File: config.mk
export PLATFORM = sky130hd
export DESIGN_NAME = cbc_byte_multiply_mod257_cipher_core_flat
export DESIGN_NICKNAME = d
export VERILOG_FILES = /design/src/sv/cbcm_pkg.sv /design/src/sv/cbcm_if.sv /design/src/sv/cbcm_regs.sv /design/src/sv/cbcm_engine.sv /design/src/sv/cbc_byte_multiply_mod257_cipher_core.sv /design/src/flat_wrapper.sv
export SDC_FILE = /design/constraint.sdc
export NUM_CORES = 2
export LEC_CHECK = 0
export BUFFER_PORTS_ARGS = -buffer_cell sky130_fd_sc_hd__buf_2
export CORE_ASPECT_RATIO = 1.1
export CORE_MARGIN = 8
export CORE_UTILIZATION = 45
export DETAILED_ROUTE_END_ITERATION = 8
export PLACE_DENSITY = 0.64
export SLEW_MARGIN = 20
export SYNTH_ARGS = -nofsm -noshare
export SYNTH_HDL_FRONTEND = slang
export SYNTH_SLANG_ARGS = --single-unit
File: constraint.sdc
create_clock -name clk -period 28 [get_ports clk]
set_input_delay 4.2 -clock clk [delete_from_list [all_inputs] [get_ports clk]]
set_output_delay 4.2 -clock clk [all_outputs]
set_load 0.01 [all_outputs]
File: src/sv/cbcm_pkg.sv
// cbcm_pkg: shared constants, types and arithmetic helpers for the cbc byte cipher
// depends on nothing; used by the register block, the engine and the top-level core
`default_nettype none

package cbcm_pkg;

  localparam int MAX_BLOCK = 16;
  localparam int MODULUS   = 257;
  localparam int PW        = (MAX_BLOCK > 1) ? $clog2(MAX_BLOCK) : 1;
  localparam int LW        = $clog2(MAX_BLOCK + 1);
  localparam int CFG_DW    = 64;
  localparam int CFG_AW    = 6;

  typedef enum logic [2:0] {
    REG_KEY_LOW   = 3'd0,
    REG_KEY_HIGH  = 3'd1,
    REG_IV_LOW    = 3'd2,
    REG_IV_HIGH   = 3'd3,
    REG_BLOCK_LEN = 3'd4
  } reg_idx_t;

  typedef struct packed {
    logic [63:0]   key_low;
    logic [63:0]   key_high;
    logic [63:0]   iv_low;
    logic [63:0]   iv_high;
    logic [LW-1:0] eff_len;
    logic          iv_load;
  } cfg_t;

  typedef logic [255:0][7:0] inv_table_t;

  // byte i of the 128-bit pair, zero past the sixteenth byte
  function automatic logic [7:0] pick_byte(input logic [63:0] lo, input logic [63:0] hi,
                                           input logic [PW-1:0] i);
    logic [127:0] cat;
    cat = {hi, lo};
    return 8'(cat >> (8 * int'(i)));
  endfunction

  // ((a+1)*(b+1) mod 257) - 1, using 256 == -1 mod 257
  function automatic logic [7:0] mul257(input logic [7:0] a, input logic [7:0] b);
    logic [16:0] p;
    logic [9:0]  d;
    p = 17'({1'b0, a} + 9'd1) * 17'({1'b0, b} + 9'd1);
    d = {2'b00, p[7:0]} - {1'b0, p[16:8]};
    if (d[9]) begin
      d = d + 10'(MODULUS);
    end
    return 8'(d - 10'd1);
  endfunction

  // inverse of k+1 by fermat, stored minus one
  function automatic inv_table_t build_inv();
    inv_table_t t;
    int acc;
    int base;
    int e;
    for (int k = 0; k < 256; k++) begin
      acc  = 1;
      base = k + 1;
      e    = MODULUS - 2;
      for (int j = 0; j < 8; j++) begin
        if ((e & 1) != 0) begin
          acc = (acc * base) % MODULUS;
        end
        base = (base * base) % MODULUS;
        e    = e >> 1;
      end
      t[k] = 8'(acc - 1);
    end
    return t;
  endfunction

  localparam inv_table_t INV_TABLE = build_inv();

endpackage

`default_nettype wire

File: src/sv/cbcm_if.sv
// cbcm_in_if and cbcm_out_if: valid/ready channels for byte requests and results
// no dependencies
`default_nettype none

interface cbcm_in_if;
  logic       valid;
  logic       ready;
  logic       func;
  logic [7:0] data_byte;

  modport source (output valid, output func, output data_byte, input ready);
  modport sink (input valid, input func, input data_byte, output ready);
endinterface

interface cbcm_out_if;
  logic       valid;
  logic       ready;
  logic [7:0] result_byte;
  logic       block_end;

  modport source (output valid, output result_byte, output block_end, input ready);
  modport sink (input valid, input result_byte, input block_end, output ready);
endinterface

`default_nettype wire

File: src/sv/cbcm_regs.sv
// cbcm_regs: apb register file for key, iv and block length
// depends on cbcm_pkg
`default_nettype none

module cbcm_regs (
  input  wire logic                       clk,
  input  wire logic                       rst_n,
  input  wire logic                       cfg_psel,
  input  wire logic                       cfg_penable,
  input  wire logic                       cfg_pwrite,
  input  wire logic [cbcm_pkg::CFG_AW-1:0] cfg_paddr,
  input  wire logic [cbcm_pkg::CFG_DW-1:0] cfg_pwdata,
  output logic [cbcm_pkg::CFG_DW-1:0]      cfg_prdata,
  output logic                            cfg_pready,
  output cbcm_pkg::cfg_t                  cfg
);
  import cbcm_pkg::*;

  logic [63:0] key_low_r, key_high_r, iv_low_r, iv_high_r;
  logic [4:0]  block_len_r;
  logic        wr_en;
  reg_idx_t    idx;

  assign cfg_pready = 1'b1;
  assign wr_en      = cfg_psel && cfg_penable && cfg_pwrite;
  assign idx        = reg_idx_t'(cfg_paddr[CFG_AW-1:3]);

  always_ff @(posedge clk) begin
    if (!rst_n) begin
      key_low_r   <= '0;
      key_high_r  <= '0;
      iv_low_r    <= '0;
      iv_high_r   <= '0;
      block_len_r <= 5'd16;
    end else if (wr_en) begin
      case (idx)
        REG_KEY_LOW:   key_low_r   <= cfg_pwdata;
        REG_KEY_HIGH:  key_high_r  <= cfg_pwdata;
        REG_IV_LOW:    iv_low_r    <= cfg_pwdata;
        REG_IV_HIGH:   iv_high_r   <= cfg_pwdata;
        REG_BLOCK_LEN: block_len_r <= cfg_pwdata[4:0];
        default: ;
      endcase
    end
  end

  always_comb begin
    case (idx)
      REG_KEY_LOW:   cfg_prdata = key_low_r;
      REG_KEY_HIGH:  cfg_prdata = key_high_r;
      REG_IV_LOW:    cfg_prdata = iv_low_r;
      REG_IV_HIGH:   cfg_prdata = iv_high_r;
      REG_BLOCK_LEN: cfg_prdata = {59'd0, block_len_r};
      default:       cfg_prdata = '0;
    endcase
  end

  always_comb begin
    cfg.key_low  = key_low_r;
    cfg.key_high = key_high_r;
    // the new iv shows at the same edge the engine drops its chain state
    cfg.iv_low   = iv_low_r;
    cfg.iv_high  = iv_high_r;
    cfg.iv_load  = wr_en && (idx == REG_IV_LOW || idx == REG_IV_HIGH);
    if (block_len_r == 5'd0) begin
      cfg.eff_len = LW'(1);
    end else if (int'(block_len_r) > MAX_BLOCK) begin
      cfg.eff_len = LW'(MAX_BLOCK);
    end else begin
      cfg.eff_len = LW'(block_len_r);
    end
  end

endmodule

`default_nettype wire

File: src/sv/cbcm_engine.sv
// cbcm_engine: chain memories, positions and the two-stage multiply mod 257 pipeline
// depends on cbcm_pkg and the channel interfaces in cbcm_if
`default_nettype none

module cbcm_engine (
  input  wire logic     clk,
  input  wire logic     rst_n,
  input  wire cbcm_pkg::cfg_t cfg,
  cbcm_in_if.sink       in_ch,
  cbcm_out_if.source    out_ch
);
  import cbcm_pkg::*;

  logic [7:0] enc_mem [MAX_BLOCK];
  logic [7:0] dec_mem [MAX_BLOCK];

  logic [PW-1:0]        enc_pos_r, dec_pos_r, pos;
  logic [MAX_BLOCK-1:0] enc_vld_r, dec_vld_r;
  logic [LW-1:0]        pos_inc;
  logic                 acc, last, s1_adv;
  logic [7:0]           kb, kop;

  logic          s1_vld_r, s1_dir_r, s1_last_r, s1_cv_r;
  logic [PW-1:0] s1_pos_r;
  logic [7:0]    s1_k_r, s1_data_r, enc_rd_r, dec_rd_r;

  logic          enc_fv_r, dec_fv_r;
  logic [PW-1:0] enc_fa_r, dec_fa_r;
  logic [7:0]    enc_fd_r, dec_fd_r;

  logic       out_vld_r, out_end_r;
  logic [7:0] out_res_r;

  logic [7:0] iv_byte, chain_e, chain_d, mul_a, prod, res;

  // stage 0: position, key byte and multiplier operand
  assign acc     = in_ch.valid && in_ch.ready;
  assign pos     = in_ch.func ? dec_pos_r : enc_pos_r;
  assign pos_inc = LW'(pos) + LW'(1);
  assign last    = (pos_inc >= cfg.eff_len);
  assign kb      = pick_byte(cfg.key_low, cfg.key_high, pos);
  assign kop     = in_ch.func ? INV_TABLE[kb] : kb;

  assign s1_adv      = s1_vld_r && (!out_vld_r || out_ch.ready);
  assign in_ch.ready = !s1_vld_r || s1_adv;

  always_ff @(posedge clk) begin
    if (!rst_n) begin
      enc_pos_r <= '0;
      dec_pos_r <= '0;
    end else if (cfg.iv_load) begin
      enc_pos_r <= '0;
      dec_pos_r <= '0;
    end else if (acc) begin
      if (in_ch.func) begin
        dec_pos_r <= last ? '0 : PW'(pos_inc);
      end else begin
        enc_pos_r <= last ? '0 : PW'(pos_inc);
      end
    end
  end

  always_ff @(posedge clk) begin
    if (acc) begin
      s1_dir_r  <= in_ch.func;
      s1_pos_r  <= pos;
      s1_k_r    <= kop;
      s1_data_r <= in_ch.data_byte;
      s1_last_r <= last;
      s1_cv_r   <= in_ch.func ? dec_vld_r[pos] : enc_vld_r[pos];
      enc_rd_r  <= enc_mem[pos];
      dec_rd_r  <= dec_mem[pos];
    end
  end

  // stage 1: chain byte with forwarding of the write from the edge of the read
  assign iv_byte = pick_byte(cfg.iv_low, cfg.iv_high, s1_pos_r);
  assign chain_e = (enc_fv_r && enc_fa_r == s1_pos_r) ? enc_fd_r :
                   (s1_cv_r ? enc_rd_r : iv_byte);
  assign chain_d = (dec_fv_r && dec_fa_r == s1_pos_r) ? dec_fd_r :
                   (s1_cv_r ? dec_rd_r : iv_byte);
  assign mul_a   = s1_dir_r ? s1_data_r : (s1_data_r ^ chain_e);
  assign prod    = mul257(mul_a, s1_k_r);
  assign res     = s1_dir_r ? (prod ^ chain_d) : prod;

  always_ff @(posedge clk) begin
    if (s1_adv && !s1_dir_r) begin
      enc_mem[s1_pos_r] <= res;
    end
    if (s1_adv && s1_dir_r) begin
      dec_mem[s1_pos_r] <= s1_data_r;
    end
    if (s1_adv) begin
      out_res_r <= res;
      out_end_r <= s1_last_r;
      if (s1_dir_r) begin
        dec_fa_r <= s1_pos_r;
        dec_fd_r <= s1_data_r;
      end else begin
        enc_fa_r <= s1_pos_r;
        enc_fd_r <= res;
      end
    end
  end

  always_ff @(posedge clk) begin
    if (!rst_n) begin
      s1_vld_r  <= 1'b0;
      out_vld_r <= 1'b0;
      enc_vld_r <= '0;
      dec_vld_r <= '0;
      enc_fv_r  <= 1'b0;
      dec_fv_r  <= 1'b0;
    end else begin
      if (acc) begin
        s1_vld_r <= 1'b1;
      end else if (s1_adv) begin
        s1_vld_r <= 1'b0;
      end
      if (s1_adv) begin
        out_vld_r <= 1'b1;
      end else if (out_ch.ready) begin
        out_vld_r <= 1'b0;
      end
      // entries not written since the last iv load read as the iv byte
      if (cfg.iv_load) begin
        enc_vld_r <= '0;
        dec_vld_r <= '0;
        enc_fv_r  <= 1'b0;
        dec_fv_r  <= 1'b0;
      end else if (s1_adv) begin
        if (s1_dir_r) begin
          dec_vld_r[s1_pos_r] <= 1'b1;
          dec_fv_r            <= 1'b1;
        end else begin
          enc_vld_r[s1_pos_r] <= 1'b1;
          enc_fv_r            <= 1'b1;
        end
      end
    end
  end

  assign out_ch.valid       = out_vld_r;
  assign out_ch.result_byte = out_res_r;
  assign out_ch.block_end   = out_end_r;

endmodule

`default_nettype wire

File: src/sv/cbc_byte_multiply_mod257_cipher_core.sv
// cbc byte cipher core: one byte per request, multiply mod 257 with cbc chaining
// a byte passes the stage-one registers, then the output register
// throughput: one byte per cycle unless the output stalls, set by the chain
// memory read-modify-write, forwarding the previous write; output register decouples the sides
// reset: positions zero, chains read as the iv through per-entry valid bits,
// no clearing pass; block length resets to 16, key and iv to zero
`default_nettype none

module cbc_byte_multiply_mod257_cipher_core (
  input  wire logic                       clk,
  input  wire logic                       rst_n,
  cbcm_in_if.sink                         in_ch,
  cbcm_out_if.source                      out_ch,
  input  wire logic                       cfg_psel,
  input  wire logic                       cfg_penable,
  input  wire logic                       cfg_pwrite,
  input  wire logic [cbcm_pkg::CFG_AW-1:0] cfg_paddr,
  input  wire logic [cbcm_pkg::CFG_DW-1:0] cfg_pwdata,
  output logic [cbcm_pkg::CFG_DW-1:0]      cfg_prdata,
  output logic                            cfg_pready
);
  import cbcm_pkg::*;

  cfg_t cfg;

  cbcm_regs u_regs (
    .clk         (clk),
    .rst_n       (rst_n),
    .cfg_psel    (cfg_psel),
    .cfg_penable (cfg_penable),
    .cfg_pwrite  (cfg_pwrite),
    .cfg_paddr   (cfg_paddr),
    .cfg_pwdata  (cfg_pwdata),
    .cfg_prdata  (cfg_prdata),
    .cfg_pready  (cfg_pready),
    .cfg         (cfg)
  );

  cbcm_engine u_engine (
    .clk    (clk),
    .rst_n  (rst_n),
    .cfg    (cfg),
    .in_ch  (in_ch),
    .out_ch (out_ch)
  );

endmodule

`default_nettype wire
File: src/flat_wrapper.sv
// flat-port wrapper written by rule: the top's interface ports become plain ports
module cbc_byte_multiply_mod257_cipher_core_flat import cbcm_pkg::*;
  (clk, rst_n, cfg_psel, cfg_penable, cfg_pwrite, cfg_paddr, cfg_pwdata, cfg_prdata, cfg_pready, in_ch_valid, in_ch_func, in_ch_data_byte, in_ch_ready, out_ch_valid, out_ch_result_byte, out_ch_block_end, out_ch_ready);
  cbcm_in_if in_ch_i ();
  cbcm_out_if out_ch_i ();
  input  wire logic clk;
  input  wire logic rst_n;
  input  wire logic cfg_psel;
  input  wire logic cfg_penable;
  input  wire logic cfg_pwrite;
  input  wire logic [cbcm_pkg::CFG_AW-1:0] cfg_paddr;
  input  wire logic [cbcm_pkg::CFG_DW-1:0] cfg_pwdata;
  output logic [cbcm_pkg::CFG_DW-1:0] cfg_prdata;
  output logic cfg_pready;
  input wire logic [$bits(in_ch_i.valid)-1:0] in_ch_valid;
  input wire logic [$bits(in_ch_i.func)-1:0] in_ch_func;
  input wire logic [$bits(in_ch_i.data_byte)-1:0] in_ch_data_byte;
  output wire logic [$bits(in_ch_i.ready)-1:0] in_ch_ready;
  output wire logic [$bits(out_ch_i.valid)-1:0] out_ch_valid;
  output wire logic [$bits(out_ch_i.result_byte)-1:0] out_ch_result_byte;
  output wire logic [$bits(out_ch_i.block_end)-1:0] out_ch_block_end;
  input wire logic [$bits(out_ch_i.ready)-1:0] out_ch_ready;
  assign in_ch_i.valid = in_ch_valid;
  assign in_ch_i.func = in_ch_func;
  assign in_ch_i.data_byte = in_ch_data_byte;
  assign in_ch_ready = in_ch_i.ready;
  assign out_ch_valid = out_ch_i.valid;
  assign out_ch_result_byte = out_ch_i.result_byte;
  assign out_ch_block_end = out_ch_i.block_end;
  assign out_ch_i.ready = out_ch_ready;
  cbc_byte_multiply_mod257_cipher_core u_core (.clk(clk), .rst_n(rst_n), .in_ch(in_ch_i), .out_ch(out_ch_i), .cfg_psel(cfg_psel), .cfg_penable(cfg_penable), .cfg_pwrite(cfg_pwrite), .cfg_paddr(cfg_paddr), .cfg_pwdata(cfg_pwdata), .cfg_prdata(cfg_prdata), .cfg_pready(cfg_pready));
endmodule
# Word-level counts from Yosys, hierarchy flattened
# Memories as Yosys holds them, arrays and structs flattened. A register that Yosys moved wholly into a read port is not among the register bits.
# Index checks and enable logic that the tools add are counted.
# totals
ff_bits	361
mem_bits_rw	256
romBits	2048
out_inout_bits	76
word_cells	115
n_memories	3
# memory_table
name	words	width	read_ports	rd_ports_with_merged_regs	write_ports	line	source
(no name shown)	256	8	1	0	0	cbcm_engine.sv:42	assign kop = in_ch.func ? INV_TABLE[kb] : kb;
u_core.u_engine.dec_mem	16	8	1	1	1	cbcm_engine.sv:15	logic [7:0] dec_mem [MAX_BLOCK];
u_core.u_engine.enc_mem	16	8	1	1	1	cbcm_engine.sv:14	logic [7:0] enc_mem [MAX_BLOCK];
# op_classes
add_sub_neg	6
multipliers	1
n_lt_le_gt_ge	6
n_eq_ne	6
n_shift	2
muxes	29
bitwise	7
reduce_logical	30
# ops
operator	n
64-bit one-hot mux with 5 select lines	1
128-bit by 7-bit right shift with 8-bit output	2
8-bit 2-to-1 mux	9
16-bit bitwise OR	2
8-bit by 1-bit adder with 9-bit output (second input constant)	2
2-bit AND reduction	9
9-bit by 9-bit multiplier with 17-bit output	1
8-bit bitwise XOR	2
1-bit 2-to-1 mux	12
1-bit logical AND	10
4-bit by 5-bit less-than comparator with 1-bit output (second input constant)	2
5-bit 2-to-1 mux	2
8-bit by 9-bit subtractor with 10-bit output	1
8-bit by 9-bit less-than comparator with 1-bit output (second input constant)	1
8-bit by 1-bit adder with 8-bit output (second input constant)	1
1-bit binary-select mux with 4-bit select	2
4-bit == test	2
4-bit 2-to-1 mux	2
8-bit by 1-bit subtractor with 8-bit output (second input constant)	1
3-bit by 2-bit == test with 1-bit output (second input constant)	2
4-bit by 1-bit adder with 5-bit output (second input constant)	1
5-bit greater-or-equal comparator	1
5-bit > comparator (second input constant)	1
5-bit logical NOT	1
10 further kinds	17

# Logic depth before layout (Yosys ltp)
# depth
ltp_word	13
ltp_mapped	46

# By module
# Synthesis repeated with hierarchy kept, for this count alone.
# unflattened
hier_cells	3655
hier_area_um2	35535.3
# by_module_without_submodules
mod	n_inst	cells_each	area_each_um2
cbcm_engine	1	2562	23839.1
cbcm_regs	1	1093	11696.2

# Worst setup path before layout
# No wires, ideal clock.
# synth_path
path_type	register -> register
start	register u_core.u_engine.s1_pos_r[0]
end	register u_core.u_engine.enc_fd_r[2] (data pin)
setup_ns	0.308
arrival_ns	10.379
slack_ns	17.313
stages_incl_launch_ff	43
n_path_buf	4
synth_period_minus_slack_ns	10.687
path_cell_list	edfxtp_1 -> buf_6 -> buf_8 -> buf_2 -> mux4_2 -> mux4_2 -> nor2b_1 -> a211oi_1 -> nor3_1 -> xor2_1 -> clkbuf_1 -> ha_1 -> inv_1 -> a2111oi_4 -> nand2_1 -> xor2_1 -> or2_2 -> fa_1 -> (+7 left out) -> a21o_1 -> a21oi_1 -> o21bai_1 -> a21oi_1 -> xnor2_1 -> ha_1 -> nor2b_1 -> o21ai_0 -> a21oi_1 -> o21ai_0 -> a21boi_0 -> o41ai_1 -> nor3_1 -> xnor2_1 -> ha_1 -> xnor2_1 -> xnor2_1 -> xnor2_1
# synth_between
elab_chain_cells	13
# synth_lines
item	line	source
from (decl)	cbcm_engine.sv:24	logic [PW-1:0] s1_pos_r;
from (signal assigned)	cbcm_engine.sv:66	s1_pos_r <= pos;
128-bit by 7-bit right shift with 8-bit output or 4-bit == test (tied branches)	cbcm_pkg.sv:38, cbcm_engine.sv:78	
8-bit 2-to-1 mux or 1-bit logical AND (tied branches)	cbcm_engine.sv:79, cbcm_engine.sv:78	
8-bit 2-to-1 mux	cbcm_engine.sv:78	assign chain_e = (enc_fv_r && enc_fa_r == s1_pos_r) ? enc_fd_r :
8-bit bitwise XOR	cbcm_engine.sv:82	assign mul_a = s1_dir_r ? s1_data_r : (s1_data_r ^ chain_e);
8-bit 2-to-1 mux	cbcm_engine.sv:82	
8-bit by 1-bit adder with 9-bit output	cbcm_pkg.sv:45	p = 17'({1'b0, a} + 9'd1) * 17'({1'b0, b} + 9'd1);
9-bit by 9-bit multiplier with 17-bit output	cbcm_pkg.sv:45	
8-bit by 9-bit subtractor with 10-bit output	cbcm_pkg.sv:46	d = {2'b00, p[7:0]} - {1'b0, p[16:8]};
8-bit by 1-bit adder with 8-bit output	cbcm_pkg.sv:48	d = d + 10'(MODULUS);
8-bit 2-to-1 mux	cbcm_pkg.sv:47	if (d[9]) begin
8-bit by 1-bit subtractor with 8-bit output	cbcm_pkg.sv:50	return 8'(d - 10'd1);
8-bit bitwise XOR	cbcm_engine.sv:84	assign res = s1_dir_r ? (prod ^ chain_d) : prod;
8-bit 2-to-1 mux (*)	cbcm_engine.sv:84	
named net u_core.u_engine.res[2]	cbcm_engine.sv:34	logic [7:0] iv_byte, chain_e, chain_d, mul_a, prod, res;
to (signal assigned)	cbcm_engine.sv:101	enc_fd_r <= res;
to (decl)	cbcm_engine.sv:29	logic [7:0] enc_fd_r, dec_fd_r;
# The timed path passes the listed nets; every way through them passes the cells marked *.
# A chain may end at the register's enable or synchronous reset.

# Final worst setup path
# layout_path
start	register u_core.u_engine.s1_pos_r[0]
end	memory u_core.u_engine.enc_mem[11][2] (data pin)
# layout_between
elab_chain_cells	13
# layout_lines
item	line
128-bit by 7-bit right shift with 8-bit output or 4-bit == test (tied branches)	cbcm_pkg.sv:38, cbcm_engine.sv:78
8-bit 2-to-1 mux or 1-bit logical AND (tied branches)	cbcm_engine.sv:79, cbcm_engine.sv:78
8-bit 2-to-1 mux	cbcm_engine.sv:78
8-bit bitwise XOR	cbcm_engine.sv:82
8-bit 2-to-1 mux	cbcm_engine.sv:82
8-bit by 1-bit adder with 9-bit output	cbcm_pkg.sv:45
9-bit by 9-bit multiplier with 17-bit output	cbcm_pkg.sv:45
8-bit by 9-bit subtractor with 10-bit output	cbcm_pkg.sv:46
8-bit by 1-bit adder with 8-bit output	cbcm_pkg.sv:48
8-bit 2-to-1 mux	cbcm_pkg.sv:47
8-bit by 1-bit subtractor with 8-bit output	cbcm_pkg.sv:50
8-bit bitwise XOR	cbcm_engine.sv:84
8-bit 2-to-1 mux (*)	cbcm_engine.sv:84
named net u_core.u_engine.res[2]	cbcm_engine.sv:34
to (decl)	cbcm_engine.sv:14
# Marked as above.

==> flow_summary.toml <==
[logic_synthesis]
synth.distinct_cells = 87
synth.ff_latch_count = 633
synth_xor_area_share_pct = 1.625
synth.area.mux_share_pct = 4.200
ys_warn_count = 0
syn-cell-area_mm2 = 0.03503
syn_nets = 4110
synth-simple-area-share_pct = 20.72
netlist.top_cell.by_area = "edfxtp_1"
synth_fa_ha_area_share_pct = 5.322
seq_area_frac_synth_pct = 45.55
yosys-top-cells-area = "edfxtp_1 28%, dfxtp_1 17%, nand2_1 12%"
synth_top_flop_cell = "edfxtp_1"
synth_edf_count = 328
synth-compound-area-share_pct = 18.10
synth_top_area_share_pct = 28.12
synthArstFlopShare_pct = 0
syn_area_per_cell_um2 = 8.971
synth_top_family_by_area = "simple AND/OR/NAND/NOR gates"
netlist_instances = 3905

[power]
power.leakage_uw = 0.01417
power_density_mw_per_mm2 = 159.4
switching_share_pct = 41.40
worst_ir_drop_vdd_mv = 0.7422
p_seq_share_pct = 35.5
cell_internal_pwr_uw = 3652
combPwrFrac_pct = 49.0
power_switching_uw = 2581
clockPowerShare_pct = 15.5

[sta]
fmax_ghz = 0.08218
skew_ns = 0.04234
worst_pin_slew_ns = 1.095
min_period_over_period_pct = 43.46
final_hold_viol_count = 0
setup-violations-final = 0
setup-tns-final_ns = 0
slew_violations = 0
slew_headroom_pct = 26.48
rsz0062_at_grt = "false"
fin_crit_ns = 12.17

[floorplanning]
die-area_mm2 = 0.08704
die_width_um = 282.0
dieHeight_um = 308.6
io_pins = 162
start_util_pct = 45.35
core_mm2 = 0.07725
rows = 107

[flow_run]
drv_cap = 0

[clock_network]
path_clk_slew_ns = 0.06
hold_buffers = 0
cts_made_buffers = 70
post-cts-setup-buffers = 0
clock_path_buffers = 3
cts_tree = "done"
root_buffer = "clkbuf_16"
cts_resized = 0
clock_sinks = 633
clk_latency_ns = 0.63
htreeDepth = 3

[layout]
drive_gt1_share_pct = 11.32
nets = 4115
final_util_pct = 50.61
syn2layout_area_growth_pct = 11.59
most-common-layout-cells = "1070 x nand2_1, 328 x edfxtp_1, 305 x dfxtp_1, 258 x a21boi_0, 254 x nor2_1"
final_common_cell = "nand2_1"

[hold_path]
min_path_type = "flip-flop to flip-flop"

[grt]
grt.overflow.total = 0
grt_pass1_wl_um = 180100
grt_pass1_vias = 28600
grtUsageTotal_pct = 26.79
grt_max_degree = 144
antenna_found_initial = 20

[placement]
gp_routability_congestion = 0.9557
dpl.hpwl_um = 76890
port_buffers = 157

[run_status]
status = "finished clean"

[worst_setup_path]
cp.arrival_ns = 12.44
end_kind = "flip-flop"
critPathLaunchType = "flip-flop"
crit_slowest_cell = "xnor2_2"
cp_slowest_stage_delay_ns = 0.80
crit_type = "flip-flop to flip-flop"
worstPathMaxFanout = 37
cp.required_ns = 28.27

[drt]
firstDrtPassIters = 6
drc = 0
avgRoutedWirePerCell_um = 23.94
drt-vias-per-instance = 6.009
vias = 30100
drt_wl_total_um = 119900
drt_iter0_drc = 3799
ant_nets = 0
## flip-flops by register name, indices dropped and copies added (netlist names), 16 cells and up
| name | count |
|---|---|
| u_core.u_engine.dec_mem | 128 |
| u_core.u_engine.dec_vld_r | 16 |
| u_core.u_engine.enc_mem | 128 |
| u_core.u_engine.enc_vld_r | 16 |
| u_core.u_regs.iv_high_r | 64 |
| u_core.u_regs.iv_low_r | 64 |
| u_core.u_regs.key_high_r | 64 |
| u_core.u_regs.key_low_r | 64 |
## kinds of logic after synthesis
kind of cell / count (synthesis)
AND/OR/NAND/NOR: 1729
flip-flops: 633
XOR/XNOR: 65
other: 1
adder cells (fa/ha/maj): 119
buffers and inverters: 394
AO/OA/AOI/OAI: 857
multiplexers: 107
## metrics by stage
step / hold WS (ns) / cell area, um2 / total power (uW) / setup WS, ns / std cells
floorplan: 0.4003 / 35030 / 4054 / 17.31 / 3905
global placement: 0.4486 / 36640 / 5181 / 16.19 / 4873
detailed placement: 0.4575 / 36640 / 5231 / 16.03 / 4873
CTS: 0.4719 / 39060 / 6210 / 16.00 / 5001
global route: 0.4974 / 39080 / 6558 / 15.21 / 5003
finish: 0.4684 / 39090 / 6233 / 15.83 / 5009
## Yosys cell counts (6+ instances only)
cell       count
nand2_1     1074
edfxtp_1     328
dfxtp_1      305
a21boi_0     258
nor2_1       256
clkbuf_1     222
nand3_1      193
a22oi_1      125
a21oi_1      109
inv_1        102
o21ai_0       80
ha_1          69
mux2i_1       56
fa_1          50
a311oi_1      48
and3_1        48
xnor2_1       45
buf_1         33
nor3_1        31
or3_1         30
o211ai_1      28
nand2b_1      25
buf_2         24
mux4_2        23
a31oi_1       20
xor2_1        20
a221oi_1      18
mux2_2        17
nor2b_1       16
a221o_1       15
o311ai_0      15
or2_2         15
a211oi_1      14
o22ai_1       14
o2111ai_1     12
and2_1        10
o21bai_1       9
o221ai_1       9
o31ai_1        9
nand4_1        7
o221a_2        7
a21o_1         6
o31ai_2        6
## layout make-up
cell class              instances  area (um2)
flip-flops and latches        633       15960
clock inverters                33       478.0
diodes                          8       20.02
clock buffers                  95        1946
inverters                     107       406.6
fillers                      7206       38160
multi-input cells            2878       17710
well taps                    1035        1295
repair buffers                220        1277
## metal layers
layer | GRT usage [%] | routed length (um) | vias to the layer above
met4 | 11.42 | 5402 | 10
met2 | 42.68 | 54740 | 1557
met5 | 0 | 64 | -
met3 | 5.072 | 10940 | 304
li1 | - | - | 13810
met1 | 35.56 | 48780 | 14420
## power by group through the flow
stage / clock network [uW] / registers (uW) / logic, uW
finish: 966 / 2210 / 3060
global route: 1020 / 2220 / 3330
global placement: 0 / 2230 / 2950
detailed placement: 0 / 2230 / 3000
floorplan: 0 / 2220 / 1830
CTS: 979 / 2210 / 3020
## path summary, 6_finish.rpt
kind                                     start                        endpoint  slack, ns  cells past startpoint
setup reg to reg   u_core.u_engine.s1_pos_r[0]  u_core.u_engine.enc_mem[11][2]      15.83                     45
hold / removal    u_core.u_engine.enc_vld_r[3]    u_core.u_engine.enc_vld_r[3]       0.47                      2
setup / recovery   u_core.u_engine.s1_pos_r[0]  u_core.u_engine.enc_mem[11][2]      15.83                     45
hold reg to reg   u_core.u_engine.enc_vld_r[3]    u_core.u_engine.enc_vld_r[3]       0.47                      2
## critical path, delay by kind of cell (launching register included)
kind	cells	cell delay [ns]
AND/OR/NAND/NOR	7	1.26
flip-flops	1	0.32
adder cells (fa/ha/maj)	8	2.79
multiplexers	2	1.23
XOR/XNOR	7	2.47
buffers and inverters	8	1.47
AO/OA/AOI/OAI	13	2.21
(Power assumes the default switching activity.)
